## src/design/lct_pkg.sv

```systemverilog
`timescale 1ns / 1ps
// ----------------------------------------------------------------------------
// lct_pkg
// Shared types and constants for the LFU cache table.
// ----------------------------------------------------------------------------
package lct_pkg;

  // Data and register widths
  localparam int WORD_W  = 32;
  localparam int CAP_W   = 5;
  localparam int PADDR_W = 3;

  // Capacity register reset value
  localparam logic [CAP_W-1:0] CAP_RESET = 5'd16;

  // Register word index (paddr[2])
  localparam logic REG_CAPACITY = 1'b0;

  // Request kinds
  localparam logic OP_GET = 1'b0;
  localparam logic OP_PUT = 1'b1;

  // Control sequencer states
  typedef enum logic [1:0] {
    ST_IDLE,
    ST_SCAN,
    ST_DRAIN,
    ST_WRITE
  } state_e;

endpackage

```

## src/design/lct_ram.sv

```systemverilog
`timescale 1ns / 1ps
// ----------------------------------------------------------------------------
// lct_ram
// Simple dual-port RAM: one write port, one read port, registered read data.
// ----------------------------------------------------------------------------
module lct_ram #(
  parameter int WIDTH = 32,
  parameter int DEPTH = 16
) (
  input  logic                                   clk_i,
  input  logic                                   we_i,
  input  logic [(DEPTH > 1 ? $clog2(DEPTH) : 1)-1:0] waddr_i,
  input  logic [WIDTH-1:0]                       wdata_i,
  input  logic                                   re_i,
  input  logic [(DEPTH > 1 ? $clog2(DEPTH) : 1)-1:0] raddr_i,
  output logic [WIDTH-1:0]                       rdata_o
);

  logic [WIDTH-1:0] mem_q [DEPTH];

  // Write port
  always_ff @(posedge clk_i) begin
    if (we_i) begin
      mem_q[waddr_i] <= wdata_i;
    end
  end

  // Registered read port
  always_ff @(posedge clk_i) begin
    if (re_i) begin
      rdata_o <= mem_q[raddr_i];
    end
  end

endmodule

```

## src/design/lfu_cache_table_top.sv

```systemverilog
`timescale 1ns / 1ps
// ----------------------------------------------------------------------------
// lfu_cache_table_top
// Key-value cache with least-frequently-used replacement, oldest stamp on tie.
// ----------------------------------------------------------------------------
// One request is handled at a time and passes the states idle, scan, drain
// and write: the word is taken in idle, the scan sweeps every slot of the RAM
// through its single read port while key match and victim search run on the
// returned data, drain waits for the last read, and the write-back
// updates the slot and loads the result register. With capacity zero a
// request skips the sweep and goes straight to write-back. A new word can be
// accepted while the previous result still waits in the output register;
// the write-back stalls only while that register is still full. Slots fill
// in index order and are never freed, so slot i holds an entry exactly when
// i is below the occupancy count; the RAM needs no clearing after reset.
// ----------------------------------------------------------------------------
module lfu_cache_table_top #(
  parameter int CACHE_DEPTH = 16,
  parameter int KEY_BITS    = 32
) (
  input  logic                        clk_i,
  input  logic                        rst_ni,
  // Request channel
  input  logic                        in_valid_i,
  output logic                        in_ready_o,
  input  logic                        operation_i,
  input  logic [31:0]                 lookup_key_i,
  input  logic signed [31:0]          write_value_i,
  // Result channel
  output logic                        out_valid_o,
  input  logic                        out_ready_i,
  output logic                        hit_o,
  output logic signed [31:0]          read_value_o,
  // Configuration port
  input  logic                        psel,
  input  logic                        penable,
  input  logic                        pwrite,
  input  logic [lct_pkg::PADDR_W-1:0] paddr,
  input  logic [31:0]                 pwdata,
  output logic [31:0]                 prdata,
  output logic                        pready
);

  localparam int IDX_W  = (CACHE_DEPTH > 1) ? $clog2(CACHE_DEPTH) : 1;
  localparam int OCC_W  = $clog2(CACHE_DEPTH + 1);
  localparam int W      = lct_pkg::WORD_W;
  localparam int ENT_W  = KEY_BITS + 3 * W;

  // Entry layout: {key, value, use count, stamp}
  localparam int STAMP_LO = 0;
  localparam int CNT_LO   = W;
  localparam int VAL_LO   = 2 * W;
  localparam int KEY_LO   = 3 * W;

  lct_pkg::state_e state_q, state_d;

  logic [lct_pkg::CAP_W-1:0] cap_q;
  logic [OCC_W-1:0]          occ_q;
  logic [W-1:0]              stamp_q;

  // Request registers
  logic                      op_q;
  logic [KEY_BITS-1:0]       key_q;
  logic [W-1:0]              val_q;
  logic                      off_q;

  // Sweep control
  logic [OCC_W-1:0]          scan_cnt_q;
  logic                      rd_vld_q;
  logic [IDX_W-1:0]          rd_idx_q;

  // Search results
  logic                      found_q;
  logic [IDX_W-1:0]          f_idx_q;
  logic [W-1:0]              f_val_q;
  logic [W-1:0]              f_cnt_q;
  logic                      vic_vld_q;
  logic [IDX_W-1:0]          v_idx_q;
  logic [W-1:0]              v_cnt_q;
  logic [W-1:0]              v_stamp_q;

  // Result register
  logic                      out_vld_q;
  logic                      hit_q;
  logic [W-1:0]              rval_q;

  // Control strobes
  logic                      accept;
  logic                      out_load;
  logic                      ram_re;
  logic                      ram_we;
  logic                      last_issue;

  // RAM interface
  logic [IDX_W-1:0]          waddr;
  logic [ENT_W-1:0]          wdata;
  logic [ENT_W-1:0]          rdata;

  // Read data fields
  logic [KEY_BITS-1:0]       r_key;
  logic [W-1:0]              r_val;
  logic [W-1:0]              r_cnt;
  logic [W-1:0]              r_stamp;
  logic                      r_live;

  // Write-back values
  logic                      full;
  logic                      touch;
  logic [W-1:0]              new_cnt;
  logic [W-1:0]              new_val;
  logic [W-1:0]              new_stamp;

  // --------------------------------------------------------------------------
  // Configuration port
  // --------------------------------------------------------------------------
  assign pready = 1'b1;

  always_ff @(posedge clk_i or negedge rst_ni) begin
    if (!rst_ni) begin
      cap_q <= lct_pkg::CAP_RESET;
    end else if (psel && penable && pwrite && pready && paddr[2] == lct_pkg::REG_CAPACITY) begin
      cap_q <= pwdata[lct_pkg::CAP_W-1:0];
    end
  end

  assign prdata = (paddr[2] == lct_pkg::REG_CAPACITY) ? 32'(cap_q) : 32'd0;

  // --------------------------------------------------------------------------
  // Sequencer
  // --------------------------------------------------------------------------
  assign last_issue = (scan_cnt_q == OCC_W'(CACHE_DEPTH - 1));

  always_ff @(posedge clk_i or negedge rst_ni) begin
    if (!rst_ni) begin
      state_q <= lct_pkg::ST_IDLE;
    end else begin
      state_q <= state_d;
    end
  end

  always_comb begin
    state_d    = state_q;
    in_ready_o = 1'b0;
    ram_re     = 1'b0;
    out_load   = 1'b0;
    case (state_q)
      lct_pkg::ST_IDLE: begin
        in_ready_o = 1'b1;
        if (in_valid_i) begin
          state_d = (cap_q == '0) ? lct_pkg::ST_WRITE : lct_pkg::ST_SCAN;
        end
      end
      lct_pkg::ST_SCAN: begin
        ram_re = 1'b1;
        if (last_issue) begin
          state_d = lct_pkg::ST_DRAIN;
        end
      end
      lct_pkg::ST_DRAIN: begin
        state_d = lct_pkg::ST_WRITE;
      end
      lct_pkg::ST_WRITE: begin
        if (!out_vld_q || out_ready_i) begin
          out_load = 1'b1;
          state_d  = lct_pkg::ST_IDLE;
        end
      end
      default: begin
        state_d = lct_pkg::ST_IDLE;
      end
    endcase
  end

  assign accept = in_valid_i && in_ready_o;

  // --------------------------------------------------------------------------
  // Slot RAM
  // --------------------------------------------------------------------------
  lct_ram #(
    .WIDTH (ENT_W),
    .DEPTH (CACHE_DEPTH)
  ) u_ram (
    .clk_i   (clk_i),
    .we_i    (ram_we),
    .waddr_i (waddr),
    .wdata_i (wdata),
    .re_i    (ram_re),
    .raddr_i (scan_cnt_q[IDX_W-1:0]),
    .rdata_o (rdata)
  );

  assign r_key   = rdata[KEY_LO +: KEY_BITS];
  assign r_val   = rdata[VAL_LO +: W];
  assign r_cnt   = rdata[CNT_LO +: W];
  assign r_stamp = rdata[STAMP_LO +: W];
  assign r_live  = rd_vld_q && (OCC_W'(rd_idx_q) < occ_q);

  // --------------------------------------------------------------------------
  // Request capture, sweep and search
  // --------------------------------------------------------------------------
  always_ff @(posedge clk_i or negedge rst_ni) begin
    if (!rst_ni) begin
      scan_cnt_q <= '0;
      rd_vld_q   <= 1'b0;
      found_q    <= 1'b0;
      vic_vld_q  <= 1'b0;
    end else begin
      rd_vld_q <= ram_re;
      if (accept) begin
        scan_cnt_q <= '0;
        found_q    <= 1'b0;
        vic_vld_q  <= 1'b0;
      end else begin
        if (ram_re) begin
          scan_cnt_q <= scan_cnt_q + OCC_W'(1);
        end
        // first slot holding the key
        if (r_live && !found_q && r_key == key_q) begin
          found_q <= 1'b1;
        end
        // lowest count, then oldest stamp, then lowest index
        if (r_live && (!vic_vld_q || {r_cnt, r_stamp} < {v_cnt_q, v_stamp_q})) begin
          vic_vld_q <= 1'b1;
        end
      end
    end
  end

  // Payload registers of the search
  always_ff @(posedge clk_i) begin
    rd_idx_q <= scan_cnt_q[IDX_W-1:0];
    if (accept) begin
      op_q  <= operation_i;
      key_q <= KEY_BITS'(lookup_key_i);
      val_q <= write_value_i;
      off_q <= (cap_q == '0);
    end
    if (r_live && !found_q && r_key == key_q) begin
      f_idx_q <= rd_idx_q;
      f_val_q <= r_val;
      f_cnt_q <= r_cnt;
    end
    if (r_live && (!vic_vld_q || {r_cnt, r_stamp} < {v_cnt_q, v_stamp_q})) begin
      v_idx_q   <= rd_idx_q;
      v_cnt_q   <= r_cnt;
      v_stamp_q <= r_stamp;
    end
  end

  // --------------------------------------------------------------------------
  // Write-back
  // --------------------------------------------------------------------------
  // full when occupancy reaches the capacity, clamped to the depth
  assign full      = (32'(occ_q) >= 32'(cap_q)) || (32'(occ_q) >= 32'(CACHE_DEPTH));
  assign touch     = !off_q && (found_q || op_q == lct_pkg::OP_PUT);
  assign new_stamp = stamp_q + W'(1);
  assign new_cnt   = found_q ? ((f_cnt_q == '1) ? f_cnt_q : f_cnt_q + W'(1)) : W'(1);
  assign new_val   = (found_q && op_q == lct_pkg::OP_GET) ? f_val_q : val_q;
  assign wdata     = {key_q, new_val, new_cnt, new_stamp};
  assign ram_we    = out_load && touch;

  always_comb begin
    if (found_q) begin
      waddr = f_idx_q;
    end else if (full) begin
      waddr = v_idx_q;
    end else begin
      waddr = occ_q[IDX_W-1:0];
    end
  end

  always_ff @(posedge clk_i or negedge rst_ni) begin
    if (!rst_ni) begin
      occ_q   <= '0;
      stamp_q <= '0;
    end else if (ram_we) begin
      stamp_q <= new_stamp;
      if (!found_q && !full) begin
        occ_q <= occ_q + OCC_W'(1);
      end
    end
  end

  // --------------------------------------------------------------------------
  // Result register
  // --------------------------------------------------------------------------
  always_ff @(posedge clk_i or negedge rst_ni) begin
    if (!rst_ni) begin
      out_vld_q <= 1'b0;
    end else if (out_load) begin
      out_vld_q <= 1'b1;
    end else if (out_ready_i) begin
      out_vld_q <= 1'b0;
    end
  end

  always_ff @(posedge clk_i) begin
    if (out_load) begin
      hit_q  <= found_q;
      rval_q <= (found_q && op_q == lct_pkg::OP_GET) ? f_val_q : '0;
    end
  end

  assign out_valid_o  = out_vld_q;
  assign hit_o        = hit_q;
  assign read_value_o = rval_q;

  // --------------------------------------------------------------------------
  // Assertions
  // --------------------------------------------------------------------------
  a_occ_bound: assert property (@(posedge clk_i) disable iff (!rst_ni)
    32'(occ_q) <= 32'(CACHE_DEPTH))
    else $error("occupancy above cache depth");

  a_we_in_write: assert property (@(posedge clk_i) disable iff (!rst_ni)
    ram_we |-> state_q == lct_pkg::ST_WRITE)
    else $error("slot write outside write-back");

  a_occ_step: assert property (@(posedge clk_i) disable iff (!rst_ni)
    ram_we && !found_q && !full |=> occ_q == $past(occ_q) + OCC_W'(1))
    else $error("fill did not advance occupancy");

  a_miss_zero: assert property (@(posedge clk_i) disable iff (!rst_ni)
    out_valid_o && !hit_o |-> read_value_o == '0)
    else $error("miss with nonzero read value");

  a_idle_no_read: assert property (@(posedge clk_i) disable iff (!rst_ni)
    in_ready_o |-> !rd_vld_q && !ram_re)
    else $error("sweep still active while taking a word");

endmodule
```

## config.mk

```make
export PLATFORM = sky130hd
export DESIGN_NAME = lfu_cache_table_top
export DESIGN_NICKNAME = d
export VERILOG_FILES = /design/src/design/lct_pkg.sv /design/src/design/lct_ram.sv /design/src/design/lfu_cache_table_top.sv
export SDC_FILE = /design/constraint.sdc
export NUM_CORES = 2
export LEC_CHECK = 0
export BUFFER_PORTS_ARGS = -buffer_cell sky130_fd_sc_hd__buf_2
export CAP_MARGIN = 30
export CORE_AREA = 2 2 360 433
export DETAILED_ROUTE_END_ITERATION = 8
export DIE_AREA = 0 0 362 435
export PLACE_DENSITY = 0.83
export SYNTH_ARGS = -nofsm -noshare
export SYNTH_HDL_FRONTEND = slang
export SYNTH_SLANG_ARGS = --single-unit
```

## constraint.sdc

```tcl
create_clock -name clk_i -period 10.03 [get_ports clk_i]
set_input_delay 0 -clock clk_i [delete_from_list [all_inputs] [get_ports clk_i]]
set_output_delay 0 -clock clk_i [all_outputs]
set_load 0.01 [all_outputs]
```

==> results.txt <==
- Outcome: finished, final reports clean
- For this design the static power due to leakage is 36.09 nW.
- VDD sags by at most 0.0003772 V.
* Initial core utilization: 0.6159
- Flip-flop and latch count after synthesis: 2,468
- Yosys mapped a number of flops with a built-in enable equal to 2,411.
* Final Hold Vio Count: 0
- By area the synthesized netlist is led by edfxtp_1, mux4_2, dfrtp_1.
- At the end of routability-driven placement, the weighted congestion stood at 0.7948.
- Top Ports: 175
- Category of the worst setup path launch point: register
* Gate count of the mapped netlist: 4,087
- Unrepaired setup endpoints after global routing: no
- Bufs on Longest Clock Path: 3
- Max-cap violation count: 0
- Total chip power: 27.60 mW
- Counting cells, the worst reg-to-reg path comes to 10.
- Number of cell rows: about 160
- Before antenna repair, the detailed router went through 8 iterations.
- After layout, the minimum clock period comes to 5.222 ns.
* Post-synthesis cell type with the largest combined area: edfxtp_1
* Timing-limited maximum frequency: 191.5 MHz
* Die X-Extent: roughly 360 µm
* CTS tree: built
* Class of the most critical hold timing path: in2reg
- Pin count of the biggest net entering global routing: 168
- Share of synthesized cell area in full adder, half adder and majority cells: 0.01058
- Simple-gate portion of the synthesized area: 0.02030
- Across all register-to-register paths, the minimum setup slack is 4.81 ns.
- Dividing total power by cell area gives a power density of between 200 and 300 nW/µm².
- Count of pins over their slew limit: 0
* Floorplan Core Area: 153,600 µm²
- Synth-to-layout area growth: 13.41%
* Async set-reset flop share out of synthesis: 0.02147
- For this run, the number of Yosys warnings is 0.
- Headroom to the max-slew limit came out at 0.1668.
* Clock latency on the worst-skew pair: between 0.9 and 1 ns
- Startpoint of the worst hold path: in_valid_i
* Detailed-route DRC error count: 0
- All-layer global routing usage: 0.3311
- Antenna violations before repair: 11
- Sort of element at the end of the critical path: register
* Via/cell ratio: 7.253
* H-tree levels: 4
* Global-route wire length before repair: 367.2 mm
- After global routing the overflow that remains totals 0.
- The startpoint identified for the worst register-to-register timing path is occ_q[0]$_DFFE_PN0P_.
* Period utilisation layout: 0.5206
- After synthesis, the netlist uses 65 different library cells.
- Data on the critical path arrives at its endpoint at 5.69 ns.
- At the pin with the least slew margin, the transition time is 1.250 ns.
- TritonCTS Buffers: 221
- Leading cell type by number of instances after synthesis: edfxtp_1
- Once detail routing completed, the nets flagged for antenna violations numbered 0.
* Path type of the worst setup path: reg2reg
- Routed vias: 48,780
* Netlist Area Pre-Place: around 95,000 µm²
- Hold Slack: between 0.15 and 0.2 ns
- Source of the critical timing path: occ_q[0]$_DFFE_PN0P_
- Count of final setup violators: 0
- CP Max Fanout: 43
- Dominant combinational cell family by area after synthesis: multiplexers
- Synthesized-area fraction occupied by xor and xnor cells: 0.01120
- Min-Delay Path Depth: 5
- Die Area: 157,500 µm²
- In this run the mean area of a mapped cell was 23.15 µm².
* Buffers added on ports: approximately 120
- For this run, the post-layout net count is approximately 4,700.
* Detailed Route Iter0 Violations: approximately 8,000
* Via count of the first global-routing pass: 50,700
- Root Driver: clkbuf_16
- The share of the Yosys chip area taken by registers is 0.7801.
* Share of the synthesized area in the top cell type: 0.7652
* Dominant register cell in the synthesized netlist: edfxtp_1
- The compound-gate portion of the synthesized area came to 0.007155.
- The routed design has 257.1 mm of wire.
- Total clock sinks: 2,468
- Clock transition at the registers of the reported paths: 0.07 ns
- Dividing the detail-routed wire length by the instance count gives 38.23 µm.
- Post-CTS Setup Bufs: 0
- On the final layout, the worst clock skew is 0.06737 ns.
- Share of final-layout standard cells stronger than drive strength 1: 0.2765
- Commonest cells in the synthesized netlist: edfxtp_1, mux4_2, clkbuf_1
- In this run the vertical extent of the chip is 435 µm.
- Aggregate negative setup slack: 0 ns
- Detail Placement HPWL: 107.7 mm
- Worst path required time: 10.50 ns
* Mux cell area share after synthesis: 0.1576
==> layout by cell type (no fill, tap or decap), types with 6 or more instances in the layout <==
cell type      count
a21oi_4            8
dfrtp_1           47
and4_1            11
buf_2            121
buf_4             85
edfxtp_1        2411
a21oi_1           31
conb_1            28
o21ai_0           17
and2_1            57
ha_1              79
nand2b_1          10
inv_1             82
nor2_1            37
nand2_1           66
nand4_1           31
clkinv_2          57
a211oi_1          11
nand3_1           41
and3_1            17
mux4_2           640
a21o_1             6
clkbuf_1          30
dlygate4sd3_1    150
clkbuf_8           9
bufinv_16         24
buf_16             9
nand3b_1           6
clkinv_1          39
nor3_1            21
buf_12            17
xor2_1            53
nor4_1             9
clkbuf_16        221
xnor2_1           65
mux2i_1            7
a22oi_2            6
mux2_2            38
inv_6              6
clkinvlp_4        15
==> report_power, final <==
group,internal (mW),switching (mW)
registers,12.5,0.599
logic,2.53,3.19
clock network,4.77,4.04
==> sequential cells by signal, indices dropped and copies added (netlist names), 5 cells and up <==
signal	cells
cap_q	5
f_cnt_q	32
f_val_q	32
key_q	32
occ_q	5
read_value_o	32
scan_cnt_q	5
stamp_q	32
u_ram.mem_q	2048
u_ram.rdata_o	128
v_cnt_q	32
v_stamp_q	32
val_q	32
==> timing repair <==
action                                 in CTS  in global routing
hold buffers                              150                  0
gates resized for setup                     0                  0
endpoints found under the hold margin     153                  0
==> routing by layer <==
metal	GRT usage	wire length, µm	vias up
li1	-	-	17970
met1	0.4136	82900	25260
met2	0.5512	131800	4600
met3	0.07017	26750	944
met4	0.1728	15500	10
met5	0	62	-
==> worst paths after layout <==
path,endpoint
hold reg to reg,f_val_q[5]$_DFFE_PP_
min in group asynchronous,stamp_q[2]$_DFFE_PN0P_
max in group asynchronous,scan_cnt_q[3]$_DFFE_PN0P_
setup reg to reg,u_ram.mem_q[3][76]$_DFFE_PP_
hold / removal,state_q[0]$_DFFE_PN0P_
setup / recovery,u_ram.mem_q[3][76]$_DFFE_PP_
==> per-stage QoR <==
step / utilization / instance area (µm²) / instances / setup WS (ns)
floorplan: - / 94710 / 4113 / 1.116
global placement: 0.6367 / 97790 / 6105 / 4.951
detailed placement: 0.6382 / 98030 / 6125 / 5.107
CTS: 0.6961 / 106900 / 6693 / 5.014
global route: 0.6985 / 107300 / 6722 / 4.749
finish: 0.6985 / 107300 / 6725 / 4.808
==> worst max-delay path: stages (launching register included) <==
cell and delay, ns:
dfrtp_1 0.45, inv_1 0.14, ha_1 0.28, nand2b_1 0.14
a21o_1 0.17, a21o_1 0.24, a21oi_1 0.52, mux2i_1 0.39
a21oi_4 0.70, buf_4 0.89, buf_4 0.80
==> cells by family after synthesis <==
| group | after synthesis |
|---|---|
| compound gates | 107 |
| xor+xnor | 121 |
| fa+ha+maj | 80 |
| buf+inv | 280 |
| flops | 2468 |
| mux | 685 |
| other cells | 2 |
| simple gates | 344 |
==> area by class of cell <==
class                   count  area [µm²]
diodes                      5       12.51
clock buffers             260        5767
clock inverters           158        1623
fillers                  8036       46310
inverters                  82       307.8
multi-input cells        1365       19890
flip-flops and latches   2468       73820
well taps                2000        2502
repair buffers            387        3376
No activity file was read; power rests on OpenSTA's default activity.
